`config.mk`:
```
export PLATFORM = sky130hd
export DESIGN_NAME = tcw_ctrl
export DESIGN_NICKNAME = d
export VERILOG_FILES = /design/src/tcw_pkg.sv /design/src/tcw_ctrl.sv
export SDC_FILE = /design/constraint.sdc
export NUM_CORES = 1
export LEC_CHECK = 0
export BUFFER_PORTS_ARGS = -buffer_cell sky130_fd_sc_hd__buf_2
export CORE_UTILIZATION = 35
export CTS_CLUSTER_DIAMETER = 40
export DETAILED_ROUTE_END_ITERATION = 12
export PLACE_DENSITY_LB_ADDON = 0.3
export SYNTH_ARGS = -nofsm -noshare
export SYNTH_HDL_FRONTEND = slang
export SYNTH_SLANG_ARGS = --single-unit
```
`constraint.sdc`:
```
create_clock -name i_clk -period 2.4 [get_ports i_clk]
set_input_delay 0.24 -clock i_clk [delete_from_list [all_inputs] [get_ports i_clk]]
set_output_delay 0.24 -clock i_clk [all_outputs]
set_load 0.005 [all_outputs]
```
`src/tcw_pkg.sv`:
```
// tcw_pkg: shared constants and types for the text console writer
// request and escape codes, control characters, controller/datapath structs
// no dependencies
`default_nettype none

package tcw_pkg;

    localparam int COLUMNS_DEF = 80;
    localparam int ROWS_DEF    = 24;

    localparam logic [1:0] REQ_PUT    = 2'd0;
    localparam logic [1:0] REQ_CURSOR = 2'd1;
    localparam logic [1:0] REQ_CLEAR  = 2'd2;
    localparam logic [1:0] REQ_READ   = 2'd3;

    localparam logic [1:0] ESC_NONE      = 2'd0;
    localparam logic [1:0] ESC_ATTR_WAIT = 2'd1;
    localparam logic [1:0] ESC_FG_WAIT   = 2'd2;
    localparam logic [1:0] ESC_BG_WAIT   = 2'd3;

    localparam logic [7:0] CH_ESC_ATTR = 8'h11;
    localparam logic [7:0] CH_ESC_FG   = 8'h12;
    localparam logic [7:0] CH_ESC_BG   = 8'h13;
    localparam logic [7:0] CH_CR       = 8'h0D;
    localparam logic [7:0] CH_LF       = 8'h0A;
    localparam logic [7:0] CH_BLANK    = 8'h20;
    localparam logic [7:0] ATTR_RESET  = 8'h07;
    localparam logic [3:0] NIBBLE_MASK = 4'hF;

    typedef struct packed {
        logic accept;
        logic copy_step;
        logic fill_step;
        logic load;
    } t_cmd;

    typedef struct packed {
        logic scroll;
        logic clear;
        logic wr_busy;
        logic sweep_last;
    } t_status;

endpackage

`default_nettype wire

```
`src/tcw_ctrl.sv`:
```
// tcw_ctrl: sequencing state machine of the text console writer
// handles the channel handshakes and steps the datapath sweeps
// depends on tcw_pkg
`default_nettype none

module tcw_ctrl (
    input  wire logic            i_clk,
    input  wire logic            i_rst_n,
    input  wire logic            i_in_valid,
    input  wire logic            i_out_stall,
    input  wire tcw_pkg::t_status i_status,
    output tcw_pkg::t_cmd        o_cmd,
    output logic                 o_in_stall,
    output logic                 o_out_valid
);
    import tcw_pkg::*;

    typedef enum logic [4:0] {
        S_INIT = 5'b00001,
        S_IDLE = 5'b00010,
        S_COPY = 5'b00100,
        S_FILL = 5'b01000,
        S_DONE = 5'b10000
    } t_state;

    t_state r_state;
    t_state n_state;
    logic   r_out_valid;
    logic   n_out_valid;
    t_cmd   cmd;

    always_comb begin
        n_state = r_state;
        cmd     = '0;
        unique case (r_state)
            S_INIT: begin
                cmd.fill_step = 1'b1;
                if (i_status.sweep_last) begin
                    n_state = S_IDLE;
                end
            end
            S_IDLE: begin
                if (i_in_valid && !i_status.wr_busy) begin
                    cmd.accept = 1'b1;
                    if (i_status.scroll) begin
                        n_state = S_COPY;
                    end else if (i_status.clear) begin
                        n_state = S_FILL;
                    end else begin
                        n_state = S_DONE;
                    end
                end
            end
            S_COPY: begin
                cmd.copy_step = 1'b1;
                if (i_status.sweep_last) begin
                    n_state = S_FILL;
                end
            end
            S_FILL: begin
                cmd.fill_step = 1'b1;
                if (i_status.sweep_last) begin
                    n_state = S_DONE;
                end
            end
            S_DONE: begin
                if (!r_out_valid || !i_out_stall) begin
                    cmd.load = 1'b1;
                    n_state  = S_IDLE;
                end
            end
            default: begin
                n_state = S_INIT;
            end
        endcase
    end

    always_comb begin
        n_out_valid = r_out_valid;
        if (cmd.load) begin
            n_out_valid = 1'b1;
        end else if (!i_out_stall) begin
            n_out_valid = 1'b0;
        end
    end

    always_ff @(posedge i_clk) begin
        if (!i_rst_n) begin
            r_state     <= S_INIT;
            r_out_valid <= 1'b0;
        end else begin
            r_state     <= n_state;
            r_out_valid <= n_out_valid;
        end
    end

    assign o_cmd       = cmd;
    assign o_in_stall  = (r_state != S_IDLE) || i_status.wr_busy;
    assign o_out_valid = r_out_valid;

endmodule

`default_nettype wire

```
Word-level counts from Yosys, hierarchy flattened
Cells that the tools add are included.
W data, S select, Z words.
- multiplexer cells: 16
- equal/unequal tests: 12
- reductions and logical operators: 8
- operators by type and width (operator ; number):
    $mux W5 ; 7
    $pmux W5 S5 ; 1
    $ne A2 B2 Y1 const B ; 5
    $mux W1 ; 8
    $eq A5 B1 Y1 const B ; 1
    $eq A5 B2 Y1 const B ; 1
    $eq A5 B3 Y1 const B ; 1
    $eq A5 B4 Y1 const B ; 1
    $eq A5 B5 Y1 const B ; 1
    $ne A5 B2 Y1 const B ; 1
    $reduce_and A5 Y1 ; 1
    $logic_not A1 Y1 ; 3
    $logic_or A1 B1 Y1 ; 2
    $ne A2 B1 Y1 const B ; 1
    $reduce_or A2 Y1 ; 1
    $logic_and A1 B1 Y1 ; 1
- bits of input ports: 8
- register bits: 6
- output and inout port bits: 6
- logic and storage cells: 38

Longest topological paths before layout
- word-level depth: 5
- gate-level depth with buffers: 5

Worst setup path after synthesis
OpenSTA, ideal clock, no wires.
- kind: register to output
- from: reg r_state[2]
- to: out o_cmd[0] (netlist bit)
- data arrival time: 1040 ps
- path slack: 1120 ps
- data required time: 2160 ps
- cell stages (with the launch flop): 6
- path through: dfxtp_1 > buf_2 > nor2_1 > nand3_1 > a21oi_1 > buf_4
- RTL lines (item ; line ; RTL):
    start: declaration ; tcw_ctrl.sv:26 ; t_state r_state;
    start signal: assignment ; tcw_ctrl.sv:92 ; r_state <= n_state;
    end: declaration ; tcw_ctrl.sv:12 ; output tcw_pkg::t_cmd o_cmd,

Final worst setup path
- from: reg r_state[3]
- to: out o_in_stall
- word-level cells in the longest chain between the ends: 2
- ends and longest elaborated chain (item ; line ; RTL):
    $ne A5 B2 Y1 ; tcw_ctrl.sv:98 ; assign o_in_stall = (r_state != S_IDLE) || i_status.wr_busy;
    $logic_or A1 B1 Y1 ; tcw_ctrl.sv:98 ;
    end: declaration ; tcw_ctrl.sv:13 ; output logic o_in_stall,
Every way passes these cells.

==> results.sh <==
export IMPL_status="finished, final reports clean"
export IMPL_dp_cells=84
export IMPL_tightest_slew_ns=0.5162
export IMPL_root_buffer="clkbuf_4"
export IMPL_slew_limit_headroom=0.6554
export IMPL_synth_edf_count=0
export IMPL_grt_start_max_net_pins=14
export IMPL_cts_setup_buffers=0
export IMPL_routed_via_count=471
export IMPL_crit_required_ns=2.16
export IMPL_die_area_um2=1589
export IMPL_cts_reportedPaths_clkPinSlew_ns=0.04
export IMPL_cp_cell_sequence="nor3_2 -> nand2_1 -> or2_1 -> buf_2"
export IMPL_grt_overflow=0
export IMPL_worst_path_max_delay_cell="dfxtp_1"
export IMPL_diodes=0
export IMPL_boundaryPins=14
export IMPL_synth_top_cell_area_share=0.2394
export IMPL_crit_family="simple AND/OR/NAND/NOR gates"
export IMPL_clk_latency_ns=0.25
export IMPL_fin_tns_setup_ns=0
export IMPL_hpwl_um=802.2
export IMPL_power_uw=458.3
export IMPL_ys_warn_count=0
export IMPL_setup_violations=0
export IMPL_synthCells=62
export IMPL_powerDensity_nw_per_um2=812.1
export IMPL_switchingPower_uw=186.6
export IMPL_drt_iter0_drc=6
export IMPL_synth_flop_cell="dfxtp_1"
export IMPL_stdcell_area_um2=564.3
export IMPL_yosysMostFrequentCell="nand3_1"
export IMPL_synth_area_top_cells="dfxtp_1 (24%), nand3_1 (7.0%), o41ai_4 (5.5%)"
export IMPL_worst_slack_ns=0.6258
export IMPL_yosysTopAreaCell="dfxtp_1"
export IMPL_clock_path_buffers=2
export IMPL_rsz0062_at_grt="false"
export IMPL_pwr_share_seq=0.382
export IMPL_skew_ns=0.002090
export IMPL_comb_power_share=0.415
export IMPL_cts_buffers=3
export IMPL_cts_tree="done"
export IMPL_post_route_period_util=0.7393
export IMPL_core_area_um2=1318
export IMPL_grt_pass1_vias=391
export IMPL_dpl_cell_area_um2=541.8
export IMPL_start_util=0.3808
export IMPL_hold_class="in2reg"
export IMPL_synthesis_nets=70
export IMPL_yosysSeqAreaShare=0.2394
export IMPL_final_cells=87
export IMPL_cts_hold_repair_buffers=0
export IMPL_finalNetCount=82
export IMPL_swShare=0.4072
export IMPL_netlist_area_um2=501.7
export IMPL_critPathCaptureType="output pin"
export IMPL_synth_area_per_cell_um2=8.092
export IMPL_path_buf_inv=1
export IMPL_synthToLayoutAreaGrowth_pct=12.47
export IMPL_leakage_uw=0.0002320
export IMPL_antenna_found_initial=0
export IMPL_slowest_delay_ns=0.46
export IMPL_grt_pass1_wl_um=1711
export IMPL_ir_worst_vdd_uv=631.6
export IMPL_synth_cell_types=32
export IMPL_critPathKind="reg2out"
export IMPL_async_flop_share=0
export IMPL_firstDrtPassIters=4
export IMPL_routed_via_density=5.414
export IMPL_ys_ff_latch=6
export IMPL_path_max_fanout=13
export IMPL_p_int_uw=271.7
export IMPL_gp_congestion=0.7775
export IMPL_drtAntennaViolNets=0
export IMPL_hold_violations=0
export IMPL_drive_above_1_share=0.2917
export IMPL_die_h_um=39.86
export IMPL_maxSlewViolCount=0
export IMPL_startpoint_type="register"
export IMPL_wirelength_um=1050
export IMPL_rows=13
export IMPL_htree_levels=1
export IMPL_wire_per_inst_um=12.07
export IMPL_io_buffer_count=13
export IMPL_clock_sinks=6
export IMPL_arrival_ns=1.53
export IMPL_grtUsageTotal=0.1680
export IMPL_clkPwrFrac=0.203
export IMPL_clock_fmax_mhz=563.6
export IMPL_place_ws_ns=0.9117
export IMPL_ys_top_cells_by_count="nand3_1 (7), dfxtp_1 (6), nand2_1 (6), nor2_1 (5)"
export IMPL_die_w_um=39.86
export IMPL_maxCapViolCount=0
export IMPL_cts_resized=0
export IMPL_period_minus_slack_ns=1.774
export IMPL_drc=0
-- power groups by stage --
stage                     Clock [uW]  Sequential, uW  Combinational [uW]
after floorplan                    0             130                 210
after global placement             0             177                 194
after detailed placement           0             177                 190
after CTS                       98.2             175                 192
after global routing             102             182                 212
final                           93.1             175                 190
-- stage by stage --
step           hold slack [ns]    util
2_1_floorplan           0.3118       -
3_3_place_gp            0.4993  0.4112
3_5_place_dp            0.5013  0.4112
4_1_cts                 0.2482  0.4283
5_1_grt                 0.2639  0.4283
6_report                0.2519  0.4283
-- state kept, by name, indices dropped and copies added (netlist names) --
name	count
o_out_valid	1
r_state	5
-- cell type report --
cell class	instances	area [um2]
clock buffer	3	22.52
multi-input combinational	49	334.1
timing repair buffer	13	65.06
sequential	6	120.1
fill	140	753.2
tap	15	18.77
inverter	1	3.754
-- per-layer routing --
layer / global-route usage / wire (um) / vias up
li1: - / - / 247
met1: 0.2121 / 492 / 213
met2: 0.2540 / 505 / 11
met3: 0.08523 / 52 / 0
met4: 0.02586 / 0 / 0
met5: 0 / 0 / -
-- worst paths after layout --
path	to	startpoint	slack, ns	cells past startpoint
worst max-delay path	o_in_stall	r_state[3]	0.63	4
worst min-delay path	r_state[0]	i_rst_n	0.25	2
worst max register to register	r_state[1]	r_state[4]	0.98	4
worst min register to register	o_out_valid	o_out_valid	0.51	2
-- placed cells by master, fill, tap and decap left out, drive strengths merged, types with 2 or more instances in the layout --
master,Yosys,routed
o22ai,2,2
nor2,5,5
nand3,7,7
clkbuf,0,3
dfxtp,6,6
buf,6,13
nor3,4,4
o211ai,3,3
o21ai,3,3
xor2,3,3
nand2,6,6
-- logic make-up (layout without fill, tap and decap cells) --
group                     Yosys count  after routing  share of synthesized area
AOI/OAI and AO/OA                  13             13                     0.2319
xor gates and xnor gates            3              3                    0.05238
buffers and inverters               7             17                    0.09475
DFF                                 6              6                     0.2394
muxes                               1              1                    0.02244
and+or+nand+nor                    32             32                     0.3591
Power figures use the tool's default switching activity.
